[config.mk]
export PLATFORM = sky130hd
export DESIGN_NAME = rwcm_div
export DESIGN_NICKNAME = d
export VERILOG_FILES = /design/src/hdl/rwcm_div.sv
export SDC_FILE = /design/constraint.sdc
export NUM_CORES = 1
export LEC_CHECK = 0
export ABC_AREA = 1
export BUFFER_PORTS_ARGS = -buffer_cell sky130_fd_sc_hd__buf_2
export CAP_MARGIN = 10
export CORE_MARGIN = 5
export CORE_UTILIZATION = 60
export CTS_CLUSTER_SIZE = 12
export DETAILED_ROUTE_END_ITERATION = 10
export PLACE_DENSITY = 0.76
export SYNTH_ARGS = -nofsm -noshare
export SYNTH_HDL_FRONTEND = slang
export SYNTH_SLANG_ARGS = --single-unit
[constraint.sdc]
create_clock -name i_clk -period 2.5 [get_ports i_clk]
set_input_delay 0.5 -clock i_clk [delete_from_list [all_inputs] [get_ports i_clk]]
set_output_delay 0.5 -clock i_clk [all_outputs]
set_load 0.01 [all_outputs]
[src/hdl/rwcm_div.sv]
// ---------------------------------------------------------------------------
// Pipelined restoring divider
// One quotient bit per stage; a tag and a valid bit travel with each item.
// ---------------------------------------------------------------------------
module rwcm_div #(
    parameter int NW = 33,
    parameter int DW = 17,
    parameter int QW = 17,
    parameter int TW = 1
) (
    input  logic          i_clk,
    input  logic          i_rst_n,
    input  logic          i_en,
    input  logic          i_valid,
    input  logic [NW-1:0] i_num,
    input  logic [DW-1:0] i_den,
    input  logic [TW-1:0] i_tag,
    output logic          o_valid,
    output logic [QW-1:0] o_quo,
    output logic [TW-1:0] o_tag
);

    logic [QW-1:0] r_vld;
    logic [QW-1:0] n_vld;
    logic [DW-1:0] r_rem [QW];
    logic [DW-1:0] n_rem [QW];
    logic [QW-1:0] r_low [QW];
    logic [QW-1:0] n_low [QW];
    logic [QW-1:0] r_quo [QW];
    logic [QW-1:0] n_quo [QW];
    logic [DW-1:0] r_den [QW];
    logic [DW-1:0] n_den [QW];
    logic [TW-1:0] r_tag [QW];
    logic [TW-1:0] n_tag [QW];

    always_comb begin
        logic [DW-1:0] v_rem;
        logic [DW-1:0] v_den;
        logic [QW-1:0] v_low;
        logic [QW-1:0] v_quo;
        logic [TW-1:0] v_tag;
        logic          v_vld;
        logic [DW:0]   v_trial;
        logic          v_bit;
        for (int k = 0; k < QW; k++) begin
            if (k == 0) begin
                v_rem = DW'(i_num[NW-1:QW]);
                v_low = i_num[QW-1:0];
                v_quo = '0;
                v_den = i_den;
                v_tag = i_tag;
                v_vld = i_valid;
            end else begin
                v_rem = r_rem[k-1];
                v_low = r_low[k-1];
                v_quo = r_quo[k-1];
                v_den = r_den[k-1];
                v_tag = r_tag[k-1];
                v_vld = r_vld[k-1];
            end
            v_trial = {v_rem, v_low[QW-1]};
            v_bit   = (v_trial >= {1'b0, v_den});
            n_rem[k] = v_bit ? DW'(v_trial - {1'b0, v_den}) : v_trial[DW-1:0];
            n_low[k] = v_low << 1;
            n_quo[k] = {v_quo[QW-2:0], v_bit};
            n_den[k] = v_den;
            n_tag[k] = v_tag;
            n_vld[k] = v_vld;
        end
    end

    always_ff @(posedge i_clk) begin
        if (!i_rst_n) begin
            r_vld <= '0;
        end else if (i_en) begin
            r_vld <= n_vld;
        end
    end

    always_ff @(posedge i_clk) begin
        if (i_en) begin
            r_rem <= n_rem;
            r_low <= n_low;
            r_quo <= n_quo;
            r_den <= n_den;
            r_tag <= n_tag;
        end
    end

    assign o_valid = r_vld[QW-1];
    assign o_quo   = r_quo[QW-1];
    assign o_tag   = r_tag[QW-1];

endmodule

==> reports/qor.txt, run 1 <==
Overall die area: 88,400 µm²
Initial Util: 60.4%
Inst Count DP: 6,803
Maximum number of pins on one net before global-route repair: 108
Final design utilization: 66.7%
Total via count in the routed design: 36,529
Top-level port count: 74
Portion of total power attributed to sequential cells: 36.0%
Critical path start-end classification: flip-flop to flip-flop
Comb pwr share: 43.2%
Number of instances in the synthesized netlist: 5,659
Switching portion of total power: 40.4%
Clock share of power: 20.9%
# port buffers: 73
Die span in y: 297 µm
Maximum clock insertion buffer count: 3
Area of combinational cells with multiple inputs: 19,200 µm²
Top cells by area, synth: edfxtp_1 (52%), nand2_1 (16%), inv_1 (8.2%), ha_1 (7.3%), nand3_1 (4.6%)
Post-Syn Nets: 6,019
First-iteration detailed-routing DRC count: 3,173
Signal arrival time at the worst endpoint: 2.75 ns
Launching element type of the critical path: flip-flop
Number of buffers added by the clock tree synthesis step: 92
Pins over their slew limit: 0
Final hold viol count: 0
CTS clk-pin slew, worst paths: 0.06 ns
Routability-driven placement congestion ratio: 0.929
Period utilization: 94.5%
Fraction of registers with async set or reset after synthesis: 0%
Worst path cell trace: inv_1 > ha_1 > inv_1 > fa_1 > nand2_1 > nand2_1 > nand3b_1 > nand2_2 > nand2_1 > nand2_2 > nand2_4 > nand2_4 > nand2_1 > nand2_1
Element type at the critical path end: flip-flop
Yosys top cell area share: 51.6%
Power per standard cell area: 1140 nW/µm²
Register bit total from synthesis: 867
Required @ worst endpoint: 2.88 ns
Post-synth cell types: 47
Routed WL: 113 mm
Critical path's slowest cell: fa_1
Number of rows created at floorplan: 105
Critical path's most frequent cell: nand2_1
Sw power: 25.2 mW
Most used standard cell by instance count after synthesis: nand2_1
Post-synthesis sequential area ratio: 52.2%
GRT Total Usage: 25.1%
Total gr overflow: 0
Final Skew: 0.0292 ns
Core box area: 82,000 µm²
Number of global-route vias before repair: 34,345
Clock root cell: clkbuf_16
Global-route wire length before repair: 180 mm
Shortest period the worst path allows: 2.36 ns
Average via count per standard cell: 5.21
Yosys top cell by area: edfxtp_1
Status: finished clean
Number of clock sinks: 867
Fin area: 54,700 µm²
Critical path buffers and inverters: 2
Final instance count without filler cells: 7,007
Fraction of final layout cells sized beyond drive strength 1: 7.97%
Synth-to-Final Area Change: 10.4%
CTS H-Tree Depth: 3
Worst vdd rail ir drop: 0.672 mV
Routed WL per cell: 16.1 µm
CTS tree: done
Final hold slack: 0.0383 ns
Detailed Place HPWL: 86.3 mm
Combined area of all synthesized cells: 49,500 µm²
First-pass DRT Iterations: 6
CP delay by family, top: simple AND/OR/NAND/NOR gates
Internal: 37.1 mW
Source-to-sink clock delay at the later pin of the worst-skew pair: 0.66 ns
Flip-flop and latch area: 25,900 µm²
Number of warning messages in the yosys log: 0
Worst-case headroom to the max-slew limit: 60.6%
Placement Cell Area: 51,300 µm²
DRT antenna net count: 0
Final Setup Violations: 0
Diodes inserted: 0
Most instantiated cells after synthesis: nand2_1 (2,066), inv_1 (1,083), edfxtp_1 (850)
Filler instances: 6,580
Max_cap viols: 0
Number of antenna violations at the first check in global routing: 2
CP peak stage delay: 0.40 ns
Number of synthesized flops with an enable pin: 850
Leakage power figure: 27.4 nW
Final layout net count: 6,232
Biggest fanout along the worst timing path: 18
Power consumption: 62.3 mW
Syn Area/Cell: 8.75 µm²
Worst slew pin tran: 0.591 ns
Path type of the worst min-delay path: input pin to flip-flop
Peak clock frequency supported by timing: 0.423 GHz
Die W: 297 µm
Post-synth top flop: edfxtp_1
Count of unresolved DRC violations after routing: 0
area by class of cell:
| type | count | area share (%) |
|---|---|---|
| Timing Repair Buffer | 175 | 2.41 |
| Multi-Input combinational cell | 3637 | 35.1 |
| Tap cell | 1070 | 2.45 |
| Clock inverter | 38 | 0.682 |
| Inverter | 1099 | 7.55 |
| Clock buffer | 121 | 4.51 |
| Sequential cell | 867 | 47.3 |
sequential cells by signal, summed over array words and instances (netlist names):
name   count
n_tag     16
o_quo     17
r_low     16
n_quo    136
r_vld     17
o_tag      1
r_rem    272
n_den    272
n_low    120
power by group through the flow:
stage	Clock [mW]	Combinational, mW	Sequential [mW]
after floorplan	0	20.5	21.6
after global placement	0	25.5	22.6
after detailed placement	0	26.1	22.6
after CTS	13.3	26.3	22.4
after global routing	13.9	30.6	22.6
final	13.0	26.9	22.4
stage by stage:
| step | worst slack (ns) | TNS, ns |
|---|---|---|
| after CTS | 0.0199 | 0 |
| after global routing | -0.00738 | -0.0199 |
| final | 0.138 | 0 |
| after global placement | 0.0685 | 0 |
| after detailed placement | 0.0613 | 0 |
| after floorplan | 0.383 | 0 |
layer usage:
| metal | vias up | GRT usage [%] | part of all wire, % |
|---|---|---|---|
| met5 | - | 0 | 0 |
| li1 | 18406 | - | - |
| met3 | 242 | 3.63 | 6.6 |
| met2 | 1182 | 40.7 | 46 |
| met4 | 0 | 7.64 | 3.1 |
| met1 | 16699 | 35.7 | 44 |
path summary, 6_finish.rpt:
| path | startpoint | end | slack, ns | cells past startpoint |
|---|---|---|---|---|
| min | i_num[3] | n_low[260] | 0.04 | 1 |
| min reg2reg | n_quo[12] | o_quo[12] | 0.41 | 0 |
| max reg2reg | r_low[118] | r_rem[92] | 0.14 | 14 |
| max | r_low[118] | r_rem[92] | 0.14 | 14 |
logic make-up after synthesis:
family	after synthesis	synth area share [%]
adder cells (fa/ha/maj)	305	7.95
AND/OR/NAND/NOR	3037	26.6
AO/OA/AOI/OAI	183	1.97
XOR/XNOR	112	1.98
buffers and inverters	1155	9.28
flip-flops	867	52.2
timing repair:
action                     CTS  global route
setup endpoints to repair    0           137
setup buffers                0            30
hold buffers                15             0
hold endpoints to repair    15             0
gates resized for setup      0            19
placed cells by master, fill, tap and decap left out, drive strengths merged:
cell type	instances
a21oi	149
and2	23
and3	14
buf	160
bufinv	6
clkbuf	121
clkinv	29
clkinvlp	1
dfxtp	17
dlygate4sd3	15
edfxtp	850
fa	16
ha	289
inv	1101
nand2	2172
nand3	461
nand3b	16
nand4	28
nor2	266
nor3	22
nor3b	1
nor4	14
o21a	6
o21ai	26
o21bai	1
o31ai	1
or2	20
xnor2	16
xor2	96
worst register-to-register path, stage by stage (launching register included):
cell and delay, ns:
edfxtp_1 0.39, inv_1 0.08, ha_1 0.15, inv_1 0.06, fa_1 0.40, nand2_1 0.09
nand2_1 0.11, nand3b_1 0.15, nand2_2 0.07, nand2_1 0.09, nand2_2 0.08, nand2_4 0.08
nand2_4 0.15, nand2_1 0.13, nand2_1 0.07
(Power assumes the default switching activity.)
==> run 2, diff against run 1 <==
--- a/config.mk
+++ b/config.mk
@@ -8,7 +8,6 @@
 export ABC_AREA = 1
 export BUFFER_PORTS_ARGS = -buffer_cell sky130_fd_sc_hd__buf_2
 export CAP_MARGIN = 10
-export CORE_MARGIN = 5
 export CORE_UTILIZATION = 60
 export CTS_CLUSTER_SIZE = 12
 export DETAILED_ROUTE_END_ITERATION = 10
==> reports/qor.txt, run 2 (same netlist as run 1, synthesis figures left out) <==
Fraction of final layout cells sized beyond drive strength 1: 8.21% (+0.24 points)
Number of global-route vias before repair: 34,913 (+1.7%)
Fin area: 54,900 µm² (+0.38%)
Die W: 289 µm (-2.7%)
Final total negative setup slack: 0 ns (unchanged)
Max_cap viols: 0 (unchanged)
CTS H-Tree Depth: 3 (unchanged)
Maximum number of pins on one net before global-route repair: 55 (-49%)
Worst vdd rail ir drop: 0.666 mV (-0.89%)
Path type of the worst min-delay path: input pin to flip-flop
Core box area: 81,100 µm² (-1.1%)
Depth of the worst register-to-register path: 14 (unchanged)
Routability-driven placement congestion ratio: 0.943 (+1.5%)
Power per standard cell area: 1130 nW/µm² (-0.78%)
GRT Total Usage: 27.9% (+2.8 points)
Reg-to-Reg Start: r_low[220]
Number of buffers added by the clock tree synthesis step: 91 (-1.1%)
Launching element type of the critical path: flip-flop
Critical path start-end classification: flip-flop to flip-flop
Clock root cell: clkbuf_16
CTS clk-pin slew, worst paths: 0.06 ns (about the same)
Shortest period the worst path allows: 2.39 ns (+0.0242 ns)
Required @ worst endpoint: 2.91 ns (+0.03 ns)
Worst setup slack for register-to-register paths: 0.11 ns (-0.02 ns)
Source-to-sink clock delay at the later pin of the worst-skew pair: 0.67 ns (about the same)
Final layout net count: 6,256 (+0.39%)
Destination of the worst hold path: n_den[258]
Diodes inserted: 0 (unchanged)
Number of clock sinks: 867 (unchanged)
Pins over their slew limit: 0 (unchanged)
Element type at the critical path end: flip-flop
Placement Cell Area: 51,600 µm² (+0.56%)
Peak clock frequency supported by timing: 0.419 GHz (-1.0%)
Hold Path Stages: 1 (unchanged)
Detailed Place HPWL: 89.1 mm (+3.2%)
Top-level port count: 74 (unchanged)
Final Setup Violations: 0 (unchanged)
Average via count per standard cell: 5.23 (+0.41%)
Final hold viol count: 0 (unchanged)
Worst Hold Launch: i_den[3]
Signal arrival time at the worst endpoint: 2.80 ns (+0.05 ns)
First-iteration detailed-routing DRC count: 3,018 (-4.9%)
Number of rows created at floorplan: 104 (-0.95%)
Critical register-to-register path endpoint: r_rem[200]
Global-route wire length before repair: 182 mm (+1.2%)
Biggest fanout along the worst timing path: 18 (unchanged)
First-pass DRT Iterations: 5 (-1)
Most used cells in the layout excluding fill and tap cells: nand2_1 (2,065), inv_1 (1,083), edfxtp_1 (850)
Count of unresolved DRC violations after routing: 0 (unchanged)
Routed WL: 115 mm (+2.1%)
Number of antenna violations at the first check in global routing: 2 (unchanged)
CTS tree: done
DRT antenna net count: 0 (unchanged)
Total gr overflow: 0 (unchanged)
Worst slew pin tran: 0.546 ns (-0.0445 ns)
# port buffers: 73 (unchanged)
Overall die area: 83,700 µm² (-5.3%)
Final Skew: 0.0234 ns (-0.00573 ns)
Worst-case headroom to the max-slew limit: 63.3% (+2.7 points)
Initial Util: 61.1% (+0.68 points)
Leading cell type in the layout, fill and taps excluded: nand2_1
Total via count in the routed design: 36,727 (+0.54%)
Maximum clock insertion buffer count: 3 (unchanged)
Leakage power figure: 27.6 nW (+0.51%)
Status: finished clean
Die span in y: 289 µm (-2.7%)
Routed WL per cell: 16.4 µm (+2.0%)
Synth-to-Final Area Change: 10.8%
Period utilization: 95.4% (+0.97 points)
run 2: cell count changes in the layout (fill, tap and decap cells not counted), sizes merged:
cell,delta
buf,+15
clkbuf,-6
inv,-1
clkinv,+4
nand2,+1
bufinv,-3
dlygate4sd3,+9
run 2: how the worst max path moves through the flow:
stage / cells after the start / start / end / slack, ns
after floorplan: 15 / r_low[169] / r_rem[141] / 0.38
after CTS: 14 / r_low[169] / r_rem[136] / 0.02
after global routing: 10 / r_rem[232] / r_rem[219] / -0.003
after global placement: 9 / r_rem[167] / r_rem[136] / 0.11
after detailed placement: 14 / r_low[237] / r_rem[204] / 0.04
final: 14 / r_low[220] / r_rem[200] / 0.11
run 2: timing repair:
action / CTS / global route
setup endpoints to repair: 0 / 92
hold endpoints to repair: 24 / 0
hold buffers: 24 / 0
buffers inserted: 0 / 17
resized for setup: 0 / 14
run 2: layer usage:
metal  vias up  GRT usage, %  share of wire [%]
met3       241          3.98                6.4
li1      18420             -                  -
met2      1146          45.5                 46
met4         0          9.24                3.2
met1     16920          38.6                 44
met5         -             0                  0
run 2: metrics by stage:
step | utilization, % | worst slack, ns | hold WS (ns) | instances | total power [mW]
after floorplan | - | 0.383 | 0.400 | 5659 | 42.1
after global placement | 63.7 | 0.115 | 0.401 | 6821 | 48.1
after detailed placement | 63.7 | 0.0440 | 0.405 | 6821 | 48.8
after CTS | 67.4 | 0.0230 | 0.00326 | 6998 | 61.8
after global routing | 67.7 | -0.00264 | 0.00879 | 7016 | 66.8
final | 67.7 | 0.114 | 0.0348 | 7016 | 62.1
run 2: power by group:
part / total [mW] / switching, mW / internal [mW]
Sequential: 22.4 / 2.13 / 20.3
Combinational: 26.9 / 17.5 / 9.31
Clock: 12.8 / 5.62 / 7.15
Total: 62.1 / 25.3 / 36.8
run 2: layout make-up:
cell class	count	area [µm²]
clock inverters	38	392
repair buffers	199	1620
well taps	1060	1330
flip-flops and latches	867	25900
clock buffers	115	2410
fillers	6447	26200
inverters	1099	4130
multi-input cells	3638	19100
run 2: worst max-delay path, stage by stage, from the launching register on:
cell and delay [ns]:
edfxtp_1 0.43, inv_1 0.09, ha_1 0.14, inv_1 0.07, fa_1 0.40, nand2_1 0.11
nand2_2 0.08, nand3_1 0.09, nand2_2 0.08, nand2_1 0.08, nand2_1 0.10, nand2_4 0.10
nand2_4 0.16, nand2_1 0.14, nand2_1 0.07
